File: src/rtl/hrc_pkg.sv
// Shared constants and types for the HLS to RGB converter.
`timescale 1ns / 1ps

package hrc_pkg;

	localparam int FRAC_BITS_DEF = 12;
	localparam int BYTE_W        = 8;

	typedef enum logic [1:0] {
		SEG_RISE,
		SEG_TOP,
		SEG_FALL,
		SEG_BOTTOM
	} seg_t;

endpackage

File: src/rtl/hrc_in_if.sv
// Input channel: one hue, lightness, saturation item per handshake.
`timescale 1ns / 1ps

interface hrc_in_if #(
	parameter int FRAC_BITS = hrc_pkg::FRAC_BITS_DEF
);
	logic                 valid;
	logic                 ready;
	logic [FRAC_BITS-1:0] hue;
	logic [FRAC_BITS:0]   lightness;
	logic [FRAC_BITS:0]   saturation;

	modport source (output valid, output hue, output lightness, output saturation,
		input ready);
	modport sink (input valid, input hue, input lightness, input saturation,
		output ready);
endinterface

File: src/rtl/hrc_out_if.sv
// Output channel: one red, green, blue item per handshake.
`timescale 1ns / 1ps

interface hrc_out_if;
	logic                           valid;
	logic                           ready;
	logic [hrc_pkg::BYTE_W-1:0]     red;
	logic [hrc_pkg::BYTE_W-1:0]     green;
	logic [hrc_pkg::BYTE_W-1:0]     blue;

	modport source (output valid, output red, output green, output blue, input ready);
	modport sink (input valid, input red, input green, input blue, output ready);
endinterface

File: src/rtl/hrc_level.sv
// Two-level computation: clamp inputs, form m2 and m1, hand on m1 and span.
`timescale 1ns / 1ps

module hrc_level #(
	parameter int FRAC_BITS = hrc_pkg::FRAC_BITS_DEF
) (
	input  logic                 clk,
	input  logic                 en,
	input  logic [FRAC_BITS-1:0] hue,
	input  logic [FRAC_BITS:0]   lightness,
	input  logic [FRAC_BITS:0]   saturation,
	output logic [FRAC_BITS-1:0] hue_s2,
	output logic [FRAC_BITS:0]   m1_s2,
	output logic [FRAC_BITS:0]   span_s2
);
	localparam int W = FRAC_BITS;
	localparam logic [W:0] ONE  = (W+1)'(1) << W;
	localparam logic [W:0] HALF = (W+1)'(1) << (W-1);

	logic [W:0]     l_c, s_c;
	logic [W+1:0]   mul_b;
	logic           low_half;

	logic [W-1:0]   hue_s1;
	logic [W:0]     l_s1, s_s1;
	logic           low_half_s1;
	logic [2*W+2:0] prod_s1;

	logic [W+1:0]   q;
	logic [W+1:0]   m2_wide;
	logic [W:0]     m2;
	logic [W+1:0]   m1_wide;
	logic [W:0]     m1;

	// saturate lightness and saturation to 1.0
	always_comb begin
		l_c      = (lightness > ONE) ? ONE : lightness;
		s_c      = (saturation > ONE) ? ONE : saturation;
		low_half = (l_c <= HALF);
		mul_b    = low_half ? ({1'b0, ONE} + {1'b0, s_c}) : {1'b0, s_c};
	end

	always_ff @(posedge clk) begin
		if (en) begin
			hue_s1      <= hue;
			l_s1        <= l_c;
			s_s1        <= s_c;
			low_half_s1 <= low_half;
			prod_s1     <= (2*W+3)'(l_c) * (2*W+3)'(mul_b);
		end
	end

	always_comb begin
		q       = prod_s1[2*W+1:W];
		m2_wide = low_half_s1 ? q : ({1'b0, l_s1} + {1'b0, s_s1} - q);
		m2      = m2_wide[W:0];
		m1_wide = {l_s1, 1'b0} - {1'b0, m2};
		m1      = m1_wide[W:0];
	end

	always_ff @(posedge clk) begin
		if (en) begin
			hue_s2  <= hue_s1;
			m1_s2   <= m1;
			span_s2 <= m2 - m1;
		end
	end

endmodule

File: src/rtl/hrc_channel.sv
// One color channel: hue segment, interpolation multiply, clamp and scale to a byte.
`timescale 1ns / 1ps

module hrc_channel #(
	parameter int FRAC_BITS = hrc_pkg::FRAC_BITS_DEF,
	parameter logic [FRAC_BITS-1:0] HUE_OFS = '0
) (
	input  logic                        clk,
	input  logic                        en,
	input  logic [FRAC_BITS-1:0]        hue,
	input  logic [FRAC_BITS:0]          m1,
	input  logic [FRAC_BITS:0]          span,
	output logic [hrc_pkg::BYTE_W-1:0]  level_s6
);
	localparam int W = FRAC_BITS;
	localparam int ONE_I = 1 << W;
	localparam int SIXTH_I = (ONE_I + 3) / 6;
	localparam int HALF_I = ONE_I / 2;
	localparam int TWO_THIRDS_I = (4 * ONE_I + 3) / 6;
	localparam logic [W-1:0] SIXTH = W'(SIXTH_I);
	localparam logic [W-1:0] HALF = W'(HALF_I);
	localparam logic [W-1:0] TWO_THIRDS = W'(TWO_THIRDS_I);
	localparam logic [W:0] ONE = (W+1)'(ONE_I);
	localparam int BW = hrc_pkg::BYTE_W;

	logic [W-1:0]         h;
	logic [W-1:0]         fall_ofs;
	logic [W+1:0]         t_wide;
	hrc_pkg::seg_t        seg;

	hrc_pkg::seg_t        seg_s3, seg_s4;
	logic [W:0]           t_s3;
	logic [W:0]           m1_s3, span_s3;
	logic [W:0]           m1_s4, m2_s4;
	logic [2*W+1:0]       prod_s4;
	logic [W+1:0]         c_wide;
	logic [W:0]           c_s5;
	logic [W+BW:0]        scaled;
	logic [BW:0]          byte_w;

	// pick the hue segment and the interpolation weight
	always_comb begin
		h        = hue + HUE_OFS;
		fall_ofs = TWO_THIRDS - h;
		t_wide   = '0;
		if (h < SIXTH) begin
			seg    = hrc_pkg::SEG_RISE;
			t_wide = {h, 2'b00} + {1'b0, h, 1'b0};
		end else if (h < HALF) begin
			seg = hrc_pkg::SEG_TOP;
		end else if (h < TWO_THIRDS) begin
			seg    = hrc_pkg::SEG_FALL;
			t_wide = {fall_ofs, 2'b00} + {1'b0, fall_ofs, 1'b0};
		end else begin
			seg = hrc_pkg::SEG_BOTTOM;
		end
	end

	always_ff @(posedge clk) begin
		if (en) begin
			seg_s3  <= seg;
			t_s3    <= t_wide[W:0];
			m1_s3   <= m1;
			span_s3 <= span;
		end
	end

	always_ff @(posedge clk) begin
		if (en) begin
			seg_s4  <= seg_s3;
			m1_s4   <= m1_s3;
			m2_s4   <= m1_s3 + span_s3;
			prod_s4 <= (2*W+2)'(span_s3) * (2*W+2)'(t_s3);
		end
	end

	always_comb begin
		unique case (seg_s4)
			hrc_pkg::SEG_RISE,
			hrc_pkg::SEG_FALL:   c_wide = {1'b0, m1_s4} + prod_s4[2*W+1:W];
			hrc_pkg::SEG_TOP:    c_wide = {1'b0, m2_s4};
			hrc_pkg::SEG_BOTTOM: c_wide = {1'b0, m1_s4};
			default:             c_wide = {1'b0, m1_s4};
		endcase
	end

	always_ff @(posedge clk) begin
		if (en) begin
			c_s5 <= (c_wide > {1'b0, ONE}) ? ONE : c_wide[W:0];
		end
	end

	// times 255 as shift and subtract
	always_comb begin
		scaled = {c_s5, {BW{1'b0}}} - (W+BW+1)'(c_s5);
		byte_w = scaled[W+BW:W];
	end

	always_ff @(posedge clk) begin
		if (en) begin
			level_s6 <= (byte_w > (BW+1)'(255)) ? BW'(255) : byte_w[BW-1:0];
		end
	end

endmodule

File: src/rtl/hls_to_rgb_converter.sv
// Top level of the HLS to RGB converter: six-stage pipeline with valid chain.
`timescale 1ns / 1ps
//
//  channel   role   payload                              handshake
//  pix_in    sink   hue, lightness, saturation (Q)       valid / ready
//  pix_out   source red, green, blue (8 bit each)        valid / ready
//
//  One item enters every clock unless pix_out stalls; the six register stages
//  (operand multiply, m1/m2, hue segment, interpolation multiply, clamp, byte
//  scaling) lie between input and output. All stages advance together: a stall
//  at pix_out holds every stage while the last one holds a result, so bubbles
//  inside the pipe stay where they are. arst_n clears only the valid chain; data
//  registers hold whatever they had.
//
module hls_to_rgb_converter #(
	parameter int FRAC_BITS = hrc_pkg::FRAC_BITS_DEF
) (
	input  logic clk,
	input  logic arst_n,
	hrc_in_if.sink    pix_in,
	hrc_out_if.source pix_out
);
	localparam int STAGES = 6;
	localparam int ONE_I = 1 << FRAC_BITS;
	localparam int THIRD_I = (2 * ONE_I + 3) / 6;
	localparam logic [FRAC_BITS-1:0] OFS_RED  = FRAC_BITS'(THIRD_I);
	localparam logic [FRAC_BITS-1:0] OFS_GRN  = '0;
	localparam logic [FRAC_BITS-1:0] OFS_BLUE = FRAC_BITS'(ONE_I - THIRD_I);

	logic                 advance;
	logic [STAGES-1:0]    valid_q;
	logic [FRAC_BITS-1:0] hue_s2;
	logic [FRAC_BITS:0]   m1_s2;
	logic [FRAC_BITS:0]   span_s2;

	// advance whenever the last stage is empty or its result is taken
	assign advance      = !valid_q[STAGES-1] || pix_out.ready;
	assign pix_in.ready = advance;

	// shift valid bits along with the data
	always_ff @(posedge clk or negedge arst_n) begin
		if (!arst_n) begin
			valid_q <= '0;
		end else if (advance) begin
			valid_q <= {valid_q[STAGES-2:0], pix_in.valid};
		end
	end

	hrc_level #(.FRAC_BITS(FRAC_BITS)) u_level (
		.clk        (clk),
		.en         (advance),
		.hue        (pix_in.hue),
		.lightness  (pix_in.lightness),
		.saturation (pix_in.saturation),
		.hue_s2     (hue_s2),
		.m1_s2      (m1_s2),
		.span_s2    (span_s2)
	);

	// red leads hue by a third of a turn, blue trails by a third
	hrc_channel #(.FRAC_BITS(FRAC_BITS), .HUE_OFS(OFS_RED)) u_red (
		.clk      (clk),
		.en       (advance),
		.hue      (hue_s2),
		.m1       (m1_s2),
		.span     (span_s2),
		.level_s6 (pix_out.red)
	);

	hrc_channel #(.FRAC_BITS(FRAC_BITS), .HUE_OFS(OFS_GRN)) u_green (
		.clk      (clk),
		.en       (advance),
		.hue      (hue_s2),
		.m1       (m1_s2),
		.span     (span_s2),
		.level_s6 (pix_out.green)
	);

	hrc_channel #(.FRAC_BITS(FRAC_BITS), .HUE_OFS(OFS_BLUE)) u_blue (
		.clk      (clk),
		.en       (advance),
		.hue      (hue_s2),
		.m1       (m1_s2),
		.span     (span_s2),
		.level_s6 (pix_out.blue)
	);

	assign pix_out.valid = valid_q[STAGES-1];

endmodule

File: src/flat_wrapper.sv
// flat-port wrapper written by rule: the top's interface ports become plain ports
module hls_to_rgb_converter_flat 
#(
	parameter int FRAC_BITS = hrc_pkg::FRAC_BITS_DEF
)
  (clk, arst_n, pix_in_valid, pix_in_hue, pix_in_lightness, pix_in_saturation, pix_in_ready, pix_out_valid, pix_out_red, pix_out_green, pix_out_blue, pix_out_ready);
  hrc_in_if #(.FRAC_BITS(FRAC_BITS)) pix_in_i ();
  hrc_out_if pix_out_i ();
  input  logic clk;
  input  logic arst_n;
  input wire logic [$bits(pix_in_i.valid)-1:0] pix_in_valid;
  input wire logic [$bits(pix_in_i.hue)-1:0] pix_in_hue;
  input wire logic [$bits(pix_in_i.lightness)-1:0] pix_in_lightness;
  input wire logic [$bits(pix_in_i.saturation)-1:0] pix_in_saturation;
  output wire logic [$bits(pix_in_i.ready)-1:0] pix_in_ready;
  output wire logic [$bits(pix_out_i.valid)-1:0] pix_out_valid;
  output wire logic [$bits(pix_out_i.red)-1:0] pix_out_red;
  output wire logic [$bits(pix_out_i.green)-1:0] pix_out_green;
  output wire logic [$bits(pix_out_i.blue)-1:0] pix_out_blue;
  input wire logic [$bits(pix_out_i.ready)-1:0] pix_out_ready;
  assign pix_in_i.valid = pix_in_valid;
  assign pix_in_i.hue = pix_in_hue;
  assign pix_in_i.lightness = pix_in_lightness;
  assign pix_in_i.saturation = pix_in_saturation;
  assign pix_in_ready = pix_in_i.ready;
  assign pix_out_valid = pix_out_i.valid;
  assign pix_out_red = pix_out_i.red;
  assign pix_out_green = pix_out_i.green;
  assign pix_out_blue = pix_out_i.blue;
  assign pix_out_i.ready = pix_out_ready;
  hls_to_rgb_converter #(.FRAC_BITS(FRAC_BITS)) u_core (.clk(clk), .arst_n(arst_n), .pix_in(pix_in_i), .pix_out(pix_out_i));
endmodule
File: config.mk
export PLATFORM = sky130hd
export DESIGN_NAME = hls_to_rgb_converter_flat
export DESIGN_NICKNAME = d
export VERILOG_FILES = /design/src/rtl/hrc_pkg.sv /design/src/rtl/hrc_in_if.sv /design/src/rtl/hrc_out_if.sv /design/src/rtl/hrc_level.sv /design/src/rtl/hrc_channel.sv /design/src/rtl/hls_to_rgb_converter.sv /design/src/flat_wrapper.sv
export SDC_FILE = /design/constraint.sdc
export NUM_CORES = 2
export LEC_CHECK = 0
export ABC_AREA = 0
export BUFFER_PORTS_ARGS = -buffer_cell sky130_fd_sc_hd__buf_2
export CAP_MARGIN = 10
export CORE_MARGIN = 1.5
export CORE_UTILIZATION = 53
export DETAILED_ROUTE_END_ITERATION = 7
export GPL_TIMING_DRIVEN = 0
export PLACE_DENSITY = 0.73
export SETUP_SLACK_MARGIN = 0.02
export SYNTH_ARGS = -nofsm -noshare
export SYNTH_HDL_FRONTEND = slang
export SYNTH_SLANG_ARGS = --single-unit
export TNS_END_PERCENT = 30
File: constraint.sdc
create_clock -name clk -period 15.1 [get_ports clk]
set_input_delay 2.265 -clock clk [delete_from_list [all_inputs] [get_ports clk]]
set_output_delay 2.265 -clock clk [all_outputs]
set_load 0.02 [all_outputs]
==> results by group <==
Place
  – Routability cong.: roughly 0.94
  – DP HPWL: around 75000 µm
  – # port buffers: between 60 and 70

CTS
  – Longest Clk Path Bufs: 3
  – Cts repair resizes: 0
  – H-tree depth: 2
  – Clk_lat worst skew: around 0.58 ns
  – Hold_buf cts: 0
  – CTS tree: yes
  – CTS Buf Count: 34
  – Root Driver: clkbuf_16
  – Setup Buffers After CTS: 0
  – Clock sinks: ~300
  – Clock Pin Slew Worst Setup and Hold Paths: roughly 0.06 ns

Finish
  – Util after Layout: approximately 57%
  – Area occupied by multi-input gates: between 0.02 and 0.03 mm²
  – Ratio of cells with drive above 1 in the final layout: around 4.2%
  – Most frequent cells in the layout: 731 x inv_1, 510 x nand2_1, 471 x ha_1, 470 x fa_1, 292 x edfxtp_1
  – Synthesis-to-finish area growth: 7.15%
  – NumNets Final: slightly above 5k
  – Fillers: 6279
  – FF+latch area: 0.00892 mm²
  – Commonest non-fill, non-tap cell in the layout: inv_1

Timing
  – Slew @ Worst Pin: 1.09 ns
  – Final setup vio count: 0
  – Period Utilization, post-route: just over 60%
  – Unrepaired setup endpoints after global routing: false
  – Slew Viols, Final: 0
  – Max transition margin: about a quarter
  – Tmin final: 9.25 ns
  – Fmax: 108 MHz
  – Fin Clk Skew: between 0.02 and 0.025 ns
  – Final hold violations: 0

Floorplan
  – Core Area: about 0.073 mm²
  – Io pins: 68
  – Chip height: 274 µm
  – DIE AREA: between 0.07 and 0.08 mm²
  – Initial Util: between 50% and 60%
  – Die width: roughly 270 µm
  – Row count: between 90 and 100

Detailed routing
  – Initial DRT Pass Iterations: 6
  – DR DRC count: 0
  – DRT iter0 DRCs: ~1.7k
  – DR WL/cell: roughly 18 µm
  – Via count: about 28k
  – Post-DRT Antenna Nets: 0
  – Via density: roughly 5.5
  – Final WL: slightly above 90000 µm

Critical path
  – Critical path's most frequent cell: fa_1
  – WP data arrival: 9.54 ns
  – Critical-path maximum fanout: 10
  – CP Capture Type: flop
  – Critical path required time: between 15 and 20 ns
  – Max incr delay on CP: roughly 0.55 ns
  – CP max stage cell: fa_1
  – Critical Path Source Type: input port
  – Critical path type: in -> reg

Run status
  – Status: complete, no violations

GRT
  – Gr usage total: about a quarter
  – Vias in the first global route: just under 30k
  – Antenna violations before repair: 1
  – Total grt overflow: 0
  – Largest net degree at the start of global routing: 70
  – First-pass GRT wire length: 151000 µm

Logic synthesis
  – Netlist cell types: approximately 90
  – Mapped Area: around 0.039 mm²
  – Synthesis-stage register bit count: approximately 300
  – Yosys warns: 0
  – Sequential share of the synthesized area: between 20 and 25%
  – Gate Count Post-Synth: 4086
  – Post-synth ARST share: 2.01%
  – Post-synth EDFFs: slightly below 300
  – Mean Syn Cell Area: around 9.6 µm²
  – Prevailing post-synth register cell: edfxtp_1

Worst hold path
  – Worst min path class: reg -> reg

Run
  – Max-cap violation count: 0
[stage by stage]
step	instances	setup TNS [ns]	instance area (µm²)	setup slack, ns	hold slack (ns)
floorplan	4108	0	39100	2.26	0.400
global placement	5134	-2.26	40700	-2.25	0.401
detailed placement	5138	0	40800	5.38	0.405
CTS	5197	0	41800	5.91	0.413
global route	5197	0	41800	5.35	0.421
finish	5198	0	41800	5.85	0.408
[sequential cells by signal, summed over array words and instances, names as in the netlist, 13 cells and up]
name / count
u_core.u_red.c_s5: 13
u_core.u_blue.prod_s4: 14
u_core.u_level.s_s1: 13
u_core.u_level.m1_s2: 13
u_core.u_blue.m1_s3: 13
u_core.u_level.l_s1: 13
u_core.u_green.prod_s4: 14
u_core.u_level.prod_s1: 13
u_core.u_green.c_s5: 13
u_core.u_red.m1_s4: 13
u_core.u_red.prod_s4: 14
u_core.u_blue.c_s5: 13
[layer usage]
layer | up-vias | track usage [%] | share of wire, %
li1 | 13500 | - | -
met1 | 13700 | 32.1 | 41
met2 | 992 | 43.1 | 47
met3 | 283 | 3.58 | 6.8
met4 | 0 | 12.2 | 5.5
met5 | - | 0 | 0
[cells in the mapped netlist, types with 7 or more instances]
| library cell | count | share of area, % |
|---|---|---|
| or3_1 | 17 | 0.27 |
| xnor2_1 | 154 | 3.5 |
| nand2_1 | 510 | 4.9 |
| nand2b_1 | 39 | 0.62 |
| nor2b_1 | 27 | 0.43 |
| o31ai_1 | 11 | 0.21 |
| a211oi_1 | 26 | 0.50 |
| and3_1 | 27 | 0.43 |
| clkbuf_1 | 127 | 1.2 |
| a31oi_1 | 14 | 0.22 |
| nand3b_1 | 11 | 0.21 |
| o21ai_1 | 13 | 0.17 |
| inv_1 | 731 | 7.0 |
| nand3_1 | 48 | 0.62 |
| a211o_1 | 9 | 0.20 |
| o22ai_1 | 22 | 0.35 |
| nor2_1 | 199 | 1.9 |
| fa_1 | 470 | 24 |
| mux2i_1 | 36 | 0.92 |
| a2111oi_0 | 7 | 0.16 |
| edfxtp_1 | 292 | 22 |
| ha_1 | 471 | 15 |
| o21ai_0 | 85 | 1.1 |
| mux2_2 | 17 | 0.49 |
| xor2_1 | 72 | 1.6 |
| o21a_1 | 24 | 0.46 |
| and2_1 | 158 | 2.5 |
| or2_2 | 11 | 0.18 |
| nor4_1 | 16 | 0.26 |
| o21bai_1 | 22 | 0.42 |
| clkinv_1 | 10 | 0.096 |
| a21o_1 | 66 | 1.3 |
| o211ai_1 | 15 | 0.29 |
| nand4_1 | 11 | 0.18 |
| a21oi_1 | 146 | 1.9 |
| nor3_1 | 50 | 0.64 |
[final cells by class]
type                       count  share of cell area, %
clock inverter                22                  0.419
timing repair buffer          71                   1.06
clock buffer                  37                   2.11
sequential                   298                   21.3
inverter                     746                   6.69
buffer                       135                   1.24
multi-input combinational   2929                   64.3
antenna                        1                0.00598
tap                          959                   2.87
[final timing paths]
kind / from / end / slack (ns) / cells after the start
max reg2reg: u_core.u_blue.span_s3[7] / u_core.u_blue.prod_s4[25] / 7.76 / 20
max: pix_in_lightness[0] / u_core.u_level.prod_s1[24] / 5.85 / 26
min reg2reg: u_core.u_level.m1_s2[2] / u_core.u_blue.m1_s3[2] / 0.41 / 0
min in group asynchronous: arst_n / u_core.valid_q[5] / 1.51 / 1
max in group asynchronous: arst_n / u_core.valid_q[3] / 13.45 / 1
min: u_core.u_level.m1_s2[2] / u_core.u_blue.m1_s3[2] / 0.41 / 0
[kinds of logic (layout without fill, tap and decap cells)]
logic type,Yosys count,in the layout,share of synthesized area (%)
multiplexers,55,55,1.47
flip-flops,298,298,22.8
adder cells (fa/ha/maj),941,941,39.2
AO/OA/AOI/OAI,525,525,8.83
other,2,25,0.0192
buffers and inverters,881,1011,8.49
XOR/XNOR,229,229,5.24
AND/OR/NAND/NOR,1155,1155,13.9
[critical path, delay by kind of cell]
family,cells,cell delay (ns)
buf+inv,7,1.19
simple gates,7,1.56
fa+ha+maj,6,2.92
compound gates,5,1.51
xor+xnor,1,0.10
Power is not shown: default switching activity piles up to over one toggle a cycle in this logic, so the estimate is an artifact.
